--- src/design/ppc_pkg.sv ---
// ----------------------------------------------------------------------------
// ppc_pkg: shared definitions for the positional PID controller
// Widths, register indexes and the configuration word type used by the
// register file, the datapath and the top level.
// ----------------------------------------------------------------------------
package ppc_pkg;

  function automatic int imax(input int a, input int b);
    return (a > b) ? a : b;
  endfunction

  // Sample and fixed-point format.
  localparam int SAMPLE_WIDTH  = 16;
  localparam int FRACTION_BITS = 8;

  // Register and field widths.
  localparam int GAIN_W     = 16;
  localparam int BOUND_W    = 15;
  localparam int DRIVE_W    = 15;
  localparam int CFG_IDX_W  = 3;
  localparam int CFG_DATA_W = 16;

  // Datapath widths, each just wide enough for its full range.
  localparam int ERR_W  = SAMPLE_WIDTH + 1;
  localparam int DIFF_W = SAMPLE_WIDTH + 2;
  localparam int P_W    = GAIN_W + ERR_W;
  localparam int D_W    = GAIN_W + DIFF_W;
  localparam int INT_W  = BOUND_W + FRACTION_BITS + 1;
  localparam int ISUM_W = imax(P_W, INT_W) + 1;
  localparam int SUM_W  = imax(D_W, imax(P_W, INT_W)) + 2;

  // Register indexes on the configuration port.
  localparam logic [CFG_IDX_W-1:0] REG_GAIN_P    = CFG_IDX_W'(0);
  localparam logic [CFG_IDX_W-1:0] REG_GAIN_I    = CFG_IDX_W'(1);
  localparam logic [CFG_IDX_W-1:0] REG_GAIN_D    = CFG_IDX_W'(2);
  localparam logic [CFG_IDX_W-1:0] REG_INT_BOUND = CFG_IDX_W'(3);
  localparam logic [CFG_IDX_W-1:0] REG_OUT_BOUND = CFG_IDX_W'(4);

  typedef struct packed {
    logic signed [GAIN_W-1:0] gain_p;
    logic signed [GAIN_W-1:0] gain_i;
    logic signed [GAIN_W-1:0] gain_d;
    logic [BOUND_W-1:0]       integral_bound;
    logic [BOUND_W-1:0]       output_bound;
  } ppc_cfg_t;

endpackage

--- src/design/ppc_cfg.sv ---
// ----------------------------------------------------------------------------
// ppc_cfg: configuration register file
// Holds the three gains and the two clamp bounds; writes to an unknown
// index are dropped.
// ----------------------------------------------------------------------------
module ppc_cfg (
  input  logic                            clk,
  input  logic                            rst,
  input  logic                            cfg_valid,
  output logic                            cfg_ready,
  input  logic [ppc_pkg::CFG_IDX_W-1:0]   cfg_index,
  input  logic [ppc_pkg::CFG_DATA_W-1:0]  cfg_data,
  output ppc_pkg::ppc_cfg_t               cfg
);
  import ppc_pkg::*;

  assign cfg_ready = 1'b1;

  always_ff @(posedge clk) begin
    if (rst) begin
      cfg <= '0;
    end else if (cfg_valid) begin
      case (cfg_index)
        REG_GAIN_P:    cfg.gain_p         <= $signed(cfg_data[GAIN_W-1:0]);
        REG_GAIN_I:    cfg.gain_i         <= $signed(cfg_data[GAIN_W-1:0]);
        REG_GAIN_D:    cfg.gain_d         <= $signed(cfg_data[GAIN_W-1:0]);
        REG_INT_BOUND: cfg.integral_bound <= cfg_data[BOUND_W-1:0];
        REG_OUT_BOUND: cfg.output_bound   <= cfg_data[BOUND_W-1:0];
        default: begin
        end
      endcase
    end
  end

endmodule

--- src/design/ppc_calc.sv ---
// ----------------------------------------------------------------------------
// ppc_calc: PID arithmetic for one sample
// Forms the three terms, updates and clamps the integral, clamps the sum
// and floors it at zero to give the integer drive.
// ----------------------------------------------------------------------------
module ppc_calc (
  input  ppc_pkg::ppc_cfg_t                      cfg,
  input  logic signed [ppc_pkg::ERR_W-1:0]       err,
  input  logic signed [ppc_pkg::ERR_W-1:0]       prev_err,
  input  logic signed [ppc_pkg::INT_W-1:0]       integral,
  output logic signed [ppc_pkg::INT_W-1:0]       integral_next,
  output logic [ppc_pkg::DRIVE_W-1:0]            drive_next
);
  import ppc_pkg::*;

  logic signed [DIFF_W-1:0] diff;
  logic signed [P_W-1:0]    p_term;
  logic signed [P_W-1:0]    i_prod;
  logic signed [D_W-1:0]    d_term;
  logic signed [ISUM_W-1:0] isum;
  logic signed [ISUM_W-1:0] ilim;
  logic signed [ISUM_W-1:0] iclamp;
  logic signed [SUM_W-1:0]  sum;
  logic signed [SUM_W-1:0]  olim;
  logic signed [SUM_W-1:0]  sclamp;

  always_comb begin
    diff   = DIFF_W'(err) - DIFF_W'(prev_err);
    p_term = P_W'($signed(cfg.gain_p)) * P_W'(err);
    i_prod = P_W'($signed(cfg.gain_i)) * P_W'(err);
    d_term = D_W'($signed(cfg.gain_d)) * D_W'(diff);

    // The integral is clamped after accumulation, every sample.
    isum = ISUM_W'(integral) + ISUM_W'(i_prod);
    ilim = ISUM_W'(cfg.integral_bound) << FRACTION_BITS;
    if (isum > ilim) begin
      iclamp = ilim;
    end else if (isum < -ilim) begin
      iclamp = -ilim;
    end else begin
      iclamp = isum;
    end
    integral_next = INT_W'(iclamp);

    sum  = SUM_W'(p_term) + SUM_W'(integral_next) + SUM_W'(d_term);
    olim = SUM_W'(cfg.output_bound) << FRACTION_BITS;
    if (sum > olim) begin
      sclamp = olim;
    end else if (sum < -olim) begin
      sclamp = -olim;
    end else begin
      sclamp = sum;
    end

    if (sclamp <= 0) begin
      drive_next = '0;
    end else begin
      drive_next = sclamp[FRACTION_BITS +: DRIVE_W];
    end
  end

endmodule

--- src/design/positional_pid_clamped_top.sv ---
// ----------------------------------------------------------------------------
// positional_pid_clamped_top: positional PID controller with anti-windup
// Clamped integral, clamped and zero-floored output, fixed-point gains.
// ----------------------------------------------------------------------------
// The block takes one word per clock cycle while the output side is not
// stalled and returns one drive word for each, through the error register
// and then the result register. A single arithmetic pass lies between
// those two registers: the three gain multipliers work in parallel, and
// the integral and the last error are updated in the same cycle that the
// result is registered, so the next sample sees them at once. Gains are
// signed Q8.8; the integral is held with eight fraction bits and clamped to
// plus or minus integral_bound after each accumulation; the sum of the terms
// is clamped to plus or minus output_bound, floored at zero and truncated to
// an integer. Reset clears the gains, the bounds, the integral and the last
// error. Configuration should be written only while no word is in flight.
// ----------------------------------------------------------------------------
module positional_pid_clamped_top (
  input  logic                                  clk,
  input  logic                                  rst,
  input  logic                                  in_valid,
  output logic                                  in_stall,
  input  logic signed [ppc_pkg::SAMPLE_WIDTH-1:0] measured,
  input  logic signed [ppc_pkg::SAMPLE_WIDTH-1:0] target,
  output logic                                  out_valid,
  input  logic                                  out_stall,
  output logic [ppc_pkg::DRIVE_W-1:0]           drive,
  input  logic                                  cfg_valid,
  output logic                                  cfg_ready,
  input  logic [ppc_pkg::CFG_IDX_W-1:0]         cfg_index,
  input  logic [ppc_pkg::CFG_DATA_W-1:0]        cfg_data
);
  import ppc_pkg::*;

  ppc_cfg_t cfg;

  // Input stage: the error of the accepted word.
  logic                    err_valid;
  logic signed [ERR_W-1:0] err;

  // Controller state, advanced once per word.
  logic signed [INT_W-1:0] integral_acc;
  logic signed [ERR_W-1:0] previous_error;

  logic signed [INT_W-1:0] integral_next;
  logic [DRIVE_W-1:0]      drive_next;

  logic in_accept;
  logic advance;

  // The error stage moves on whenever the result register is empty or its
  // word is being taken this cycle; the input side stalls only when the
  // error stage is full and cannot move.
  assign advance   = err_valid && (!out_valid || !out_stall);
  assign in_stall  = err_valid && !advance;
  assign in_accept = in_valid && !in_stall;

  ppc_cfg u_cfg (
    .clk       (clk),
    .rst       (rst),
    .cfg_valid (cfg_valid),
    .cfg_ready (cfg_ready),
    .cfg_index (cfg_index),
    .cfg_data  (cfg_data),
    .cfg       (cfg)
  );

  ppc_calc u_calc (
    .cfg           (cfg),
    .err           (err),
    .prev_err      (previous_error),
    .integral      (integral_acc),
    .integral_next (integral_next),
    .drive_next    (drive_next)
  );

  always_ff @(posedge clk) begin
    if (rst) begin
      err_valid      <= 1'b0;
      out_valid      <= 1'b0;
      integral_acc   <= '0;
      previous_error <= '0;
    end else begin
      err_valid <= in_accept || (err_valid && !advance);
      out_valid <= advance || (out_valid && out_stall);
      if (advance) begin
        integral_acc   <= integral_next;
        previous_error <= err;
      end
    end
  end

  // Payload registers carry no reset.
  always_ff @(posedge clk) begin
    if (in_accept) begin
      err <= ERR_W'(target) - ERR_W'(measured);
    end
    if (advance) begin
      drive <= drive_next;
    end
  end

`ifndef ASSERT_OFF
  // A stall toward the source means a word is waiting in the error stage.
  a_stall_needs_word: assert property (@(posedge clk) disable iff (rst)
    in_stall |-> err_valid)
    else $error("input stalled with an empty error stage");

  // A word in the error stage is never dropped while it cannot move.
  a_err_held: assert property (@(posedge clk) disable iff (rst)
    err_valid && !advance |=> err_valid)
    else $error("error stage word lost");

  // Controller state changes only when a word passes to the result register.
  a_state_steady: assert property (@(posedge clk) disable iff (rst)
    !advance |=> $stable(integral_acc) && $stable(previous_error))
    else $error("controller state changed without a word");

  // A presented drive never exceeds the output bound.
  a_drive_bound: assert property (@(posedge clk) disable iff (rst)
    out_valid |-> drive <= cfg.output_bound)
    else $error("drive above output bound");
`endif

endmodule
--- config.mk ---
export PLATFORM = sky130hd
export DESIGN_NAME = positional_pid_clamped_top
export DESIGN_NICKNAME = d
export VERILOG_FILES = /design/src/design/ppc_pkg.sv /design/src/design/ppc_cfg.sv /design/src/design/ppc_calc.sv /design/src/design/positional_pid_clamped_top.sv
export SDC_FILE = /design/constraint.sdc
export NUM_CORES = 2
export LEC_CHECK = 0
export BUFFER_PORTS_ARGS = -buffer_cell sky130_fd_sc_hd__clkbuf_2
export CAP_MARGIN = 20
export CORE_MARGIN = 4
export CORE_UTILIZATION = 40
export CTS_BUF_LIST = sky130_fd_sc_hd__clkbuf_16
export CTS_CLUSTER_SIZE = 16
export DETAILED_ROUTE_END_ITERATION = 7
export PLACE_DENSITY = 0.66
export SYNTH_ARGS = -nofsm -noshare
export SYNTH_HDL_FRONTEND = slang
export SYNTH_SLANG_ARGS = --single-unit
--- constraint.sdc ---
create_clock -name clk -period 20.1 [get_ports clk]
set_input_delay 1.005 -clock clk [delete_from_list [all_inputs] [get_ports clk]]
set_output_delay 1.005 -clock clk [all_outputs]
set_load 0.1 [all_outputs]
# After elaboration in Yosys (flattened, before gate mapping)
# Index checks and enable logic that the tools add are counted.
# classes
multipliers,3
reduce_logical,17
addsub,7
muxes,4
eq_ne,4
magnitude_cmp,5
# ops
operator,count
2-to-1 mux 36 bit,2
multiplier 16 x 17 -> 33 bit,2
2-to-1 mux 24 bit,2
> comparator 36 x 24 -> 1 bit,1
<= comparator 36 x 1 -> 1 bit (second input constant),1
less-than comparator 36 bit,1
negator 23 -> 36 bit,1
adder 34 x 34 -> 35 bit,1
adder 24 x 33 -> 34 bit,1
adder 33 x 24 -> 34 bit,1
> comparator 34 x 24 -> 1 bit,1
less-than comparator 34 bit,1
multiplier 16 x 18 -> 34 bit,1
negator 23 -> 34 bit,1
subtractor 17 x 17 -> 18 bit,1
subtractor 16 x 16 -> 17 bit,1
AND reduction 2 bit,5
equality test 3 x 2 -> 1 bit (second input constant),2
logical AND 1 bit,4
logical NOT 1 bit,4
equality test 3 x 1 -> 1 bit (second input constant),1
equality test 3 bit (second input constant),1
logical NOT 3 bit,1
logical OR 1 bit,3
# totals
wordCells,51
output_inout_bits,18
reg_bits,153
input_bits,56

# Logic depth before layout (Yosys ltp)
# depth
depth_word,11
mapped_depth,77
ltp_nobuf,72

# Modules after synthesis
# From an unflattened synthesis, not the netlist that was laid out.
# unflattened
cells_unflattened,4942
area_unflattened_um2,44313.8
# modules_own_cells
module,instances,seq_area_each_um2,cells_per_inst,area_per_inst_um2
ppc_calc,1,0.0,4334,37956.4
positional_pid_clamped_top,1,1821.7,331,3234.4
ppc_cfg,1,1561.5,277,3123.0

# Worst setup path before layout
# Ideal clock, no wire load.
# synth_path
path_type,reg-to-reg
from,reg err[10]
to,reg drive[11] (netlist bit) (data pin)
arrival_time_ns,16.670
path_stages_with_launch,65
period_less_slack_ns,16.932
path_buffers,5
t_required_ns,19.838
setup_time_ns,0.262
setup_slack_ns,3.168
cell_sequence,edfxtp_1 > clkbuf_1 > nand2_1 > fa_1 > fa_1 > fa_1 > fa_1 > inv_1 > fa_1 > inv_1 > fa_1 > inv_1 > ha_1 > a21oi_1 > o21ai_0 > a2111oi_2 > nor2_1 > a31o_2 > [29 not listed] > a221o_1 > a311o_1 > nor2_1 > o2111ai_1 > a21oi_1 > xnor2_1 > ha_1 > clkbuf_1 > and4_1 > nand3_1 > a31oi_1 > o211ai_1 > and3_1 > clkbuf_1 > a21oi_1 > clkbuf_1 > or3_1 > a31oi_1
# synth_between
elab_chain_cells,11
elab_cells_between_ends,16
cone_classes,add/sub: 4; mul: 3; order compare: 5; mux: 4
# synth_lines
item,line_no,rtl
start: declaration,positional_pid_clamped_top.sv:38,logic signed [ERR_W-1:0] err;
start signal: assignment,positional_pid_clamped_top.sv:95,err <= ERR_W'(target) - ERR_W'(measured);
multiplier 16 x 17 -> 33 bit,ppc_calc.sv:30,i_prod = P_W'($signed(cfg.gain_i)) * P_W'(err);
adder 24 x 33 -> 34 bit,ppc_calc.sv:34,isum = ISUM_W'(integral) + ISUM_W'(i_prod);
less-than comparator 34 bit,ppc_calc.sv:38,end else if (isum < -ilim) begin
2-to-1 mux 24 bit,ppc_calc.sv:38,
2-to-1 mux 24 bit,ppc_calc.sv:36,if (isum > ilim) begin
adder 33 x 24 -> 34 bit,ppc_calc.sv:45,sum = SUM_W'(p_term) + SUM_W'(integral_next) + SUM_W'(d_term);
adder 34 x 34 -> 35 bit *,ppc_calc.sv:45,
less-than comparator 36 bit,ppc_calc.sv:49,end else if (sum < -olim) begin
2-to-1 mux 36 bit,ppc_calc.sv:49,
2-to-1 mux 36 bit *,ppc_calc.sv:47,if (sum > olim) begin
<= comparator 36 x 1 -> 1 bit,ppc_calc.sv:55,if (sclamp <= 0) begin
end signal: assignment,positional_pid_clamped_top.sv:98,drive <= drive_next;
end: declaration,positional_pid_clamped_top.sv:26,"output logic [ppc_pkg::DRIVE_W-1:0] drive,"
# Every way passes the cells marked *; elsewhere a longest branch is shown, timed or not.
# A chain may end at the register's enable or synchronous reset.

# Worst setup path after layout
# layout_path
from,reg err[9]
to,reg drive[6] (netlist bit) (data pin)
# layout_between
elab_chain_cells,11
elab_cells_between_ends,16
cone_classes,add/sub: 4; mul: 3; order compare: 5; mux: 4
# layout_lines
item,line_no,rtl
multiplier 16 x 17 -> 33 bit *,ppc_calc.sv:30,
adder 24 x 33 -> 34 bit *,ppc_calc.sv:34,
less-than comparator 34 bit,ppc_calc.sv:38,
2-to-1 mux 24 bit,ppc_calc.sv:38,
2-to-1 mux 24 bit *,ppc_calc.sv:36,
net integral_next[11],positional_pid_clamped_top.sv:44,logic signed [INT_W-1:0] integral_next;
adder 33 x 24 -> 34 bit *,ppc_calc.sv:45,
adder 34 x 34 -> 35 bit *,ppc_calc.sv:45,
less-than comparator 36 bit,ppc_calc.sv:49,
2-to-1 mux 36 bit,ppc_calc.sv:49,
2-to-1 mux 36 bit *,ppc_calc.sv:47,
<= comparator 36 x 1 -> 1 bit,ppc_calc.sv:55,
# The timed path passes the listed nets; every way through them passes the cells marked *.

==> results.toml <==
[run_status]
status = "complete, no violations"

[die]
initial_core_util_pct = 40.4
die_h_um = 340
die_area_mm2 = 0.116
rows = 121
die_x_um = 340
io_pins = 74
core_area_mm2 = 0.109

[cts]
clock_latency_ns = 0.50
htreeDepth = 4
clk_pin_slew_worst_paths_ns = 0.07
cts_buffers = 17
clock-sinks = 153
cts.path.max_buffers = 2
cts_tree = "yes"
root_buffer = "clkbuf_16"
postCtsSetupRepairBufs = 0

[critical_path]
cp_num_buf_inv = 13
r2r_slack_ns = 1.06
cp_data_arrival_time_ns = 19.37
startpoint = "err[9]"
critPathMaxStageDelay_ns = 0.81
slowest_stage = "edfxtp_1"
rr_startpoint = "err[9]"
worstPathRequired_ns = 20.43
critPathLaunchType = "flop"
path_class = "reg2reg"
path_common_cell = "fa_1"
end_kind = "flop"
crit_fanout = 20
cp_top_family = "adder cells"

[timing]
rsz0062_at_grt = "false"
finalHoldViolCount = 0
fin_skew_ns = 0.0301
setup_viol = 0
report.final.slew_viol_count = 0
finalSetupTns_ns = 0
setup_ws_ns = 1.06
slew-limit-headroom_pct = 21.6
fin_crit_ns = 19.04
fin_crit_sh_pct = 94.7
timing.fmax_mhz = 52.5
tightest_slew_ns = 1.16

[finish]
antenna_cells = 0
final_cells = 6483
final_nets = 6364
drive_gt1_share_pct = 4.47
utilization_pct = 42.7
area_growth_pct = 5.80

[placement]
placed_cells_incl_taps = 6451
io_buffer_count = 72
dpl_worst_slack_ns = 1.20
globalplace.congestion = 0.918
dpl.hpwl_mm = 106

[logic_synthesis]
syn_area_mm2 = 0.0441
synth_area_leaders = "fa_1 (44%), inv_1 (10%), ha_1 (9.8%)"
avgSynthCellArea_um2 = 8.72
ys.flop_type = "dfxtp_1"
yosysWarnings = 0
synth_area_leader_cell = "fa_1"
synth_edf_count = 32
synthCells = 5053
ys_seq_area_share_pct = 7.68
syn_nets = 6422
synth-async-reset-ratio_pct = 0
synth_top_area_share_pct = 43.9
ys_ff_latch = 153
ys_types = 85

[global_routing]
grt_remaining_overflow = 0
grt_first_pass_wirelength_mm = 204
grt_pass1_vias = 35900
grt_max_degree = 93
antenna_found_initial = 2
grt_use_total_pct = 22.7

[power_and_ir_drop]
powerDensity_mw_per_mm2 = 76.9
ir_worst_vdd_mv = 0.0908
p_leak_nw = 21.9

[route]
vias_per_cell = 5.23
vias = 33900
drt_iter0_markers = 2334
drtAntennaViolNets = 0
drc = 0
drt-wirelength-per-cell_um = 19.7
first_pass_iters = 5
routed_wl_mm = 128

[min_path]
min_path_type = "reg2reg"
hold_start = "previous_error[11]"

[run]
cap_violations = 0
## logic make-up (layout without fill, tap and decap cells)
kind of cell | Yosys count | count (layout) | synth area share (%)
AOI/OAI and AO/OA | 549 | 549 | 7.87
xor gates and xnor gates | 107 | 107 | 2.13
buffers and inverters | 1398 | 1352 | 12.0
and+or+nand+nor | 1514 | 1514 | 16.2
DFF | 153 | 153 | 7.68
adders and majority gates | 1313 | 1313 | 53.8
muxes | 18 | 18 | 0.426
other | 1 | 1 | 0.00851
## worst register-to-register path: cells and delay by family (launching register included)
family	cells	cell delay [ns]
fa+ha+maj	18	8.51
compound gates	18	4.39
simple gates	13	2.81
buf+inv	13	1.76
flops	1	0.81
mux	1	0.36
xor+xnor	1	0.24
## cells in the mapped netlist, types with 6 or more instances
master / n
nor4_1: 14
o21ai_0: 82
nand2b_1: 45
a311oi_1: 7
nor2b_1: 41
and3_1: 19
mux2i_1: 12
o31ai_1: 8
nand4_1: 15
nor2_1: 139
a211o_1: 19
fa_1: 967
o21a_1: 20
nor3_1: 36
mux2_2: 6
a211oi_1: 21
o211ai_1: 17
a2111oi_0: 8
o21bai_1: 7
inv_1: 1169
edfxtp_1: 32
clkbuf_1: 211
a21boi_0: 10
a31oi_1: 20
buf_2: 10
xor2_1: 22
a21o_1: 38
nand3b_1: 8
ha_1: 346
nand4b_1: 6
nand3_1: 61
or3_1: 17
dfxtp_1: 121
nand2_1: 785
xnor2_1: 85
or4_1: 6
and2_1: 296
a21oi_1: 230
## registers in the layout, summed over array words and instances (netlist names)
name            count
err_valid           1
out_valid           1
integral_acc       24
drive              15
previous_error     17
err                17
u_cfg.cfg          78
## where the power goes
part	internal [mW]	switching (mW)	total, mW
registers	0.359	0.0447	0.403
logic	1.03	1.81	2.84
clock network	0.180	0.159	0.339
## layout make-up
| class | count | area, um^2 |
|---|---|---|
| Inverter | 1170 | 4390 |
| Clock buffer | 18 | 450 |
| Timing Repair Buffer | 151 | 956 |
| Sequential cell | 153 | 3380 |
| Fill cell | 10800 | 62500 |
| Clock inverter | 13 | 130 |
| Multi-Input combinational cell | 3502 | 35500 |
| Tap cell | 1476 | 1850 |
## layout by cell type, fill, tap and decap left out, types with 21 or more instances in the layout
master,Yosys,final
nand2_1,785,785
nand2b_1,45,45
dfxtp_1,121,121
nand3_1,61,61
a21oi_1,230,229
o21ai_0,82,82
and2_1,296,296
inv_1,1169,1169
nor2b_1,41,41
nor3_1,36,36
fa_1,967,967
a211oi_1,21,21
a21o_1,38,38
clkbuf_2,0,71
xor2_1,22,21
nor2_1,139,134
xnor2_1,85,83
buf_4,1,80
edfxtp_1,32,32
ha_1,346,346
## per-stage QoR
step                power (mW)  instance area (um^2)  hold slack (ns)
finish                    3.59                 46600            0.452
global route              3.93                 46600            0.470
CTS                       3.57                 46600            0.457
detailed placement        3.22                 46000            0.447
global placement          3.19                 46000            0.442
floorplan                 2.40                 44100            0.436
## worst paths after layout
kind	cells past startpoint	endpoint
setup reg to reg	64	drive[6]
hold / removal	2	previous_error[11]
hold reg to reg	2	previous_error[11]
setup / recovery	64	drive[6]
## per-layer routing
metal / GRT usage [%] / wire length, um / vias up / share of wire (%)
li1: - / - / 15100 / -
met1: 29.8 / 52900 / 17200 / 41
met2: 37.7 / 60600 / 1219 / 47
met3: 3.56 / 8220 / 286 / 6.4
met4: 9.24 / 5980 / 2 / 4.7
met5: 0 / 17 / - / 0.013
## what timing repair did
item | 4_1_cts | 5_1_grt
endpoints found under the hold margin | 0 | 0
hold buffers | 0 | 0
resized for setup | 0 | 1
endpoints found under the setup margin | 0 | 11
Power figures use the tool's default switching activity.
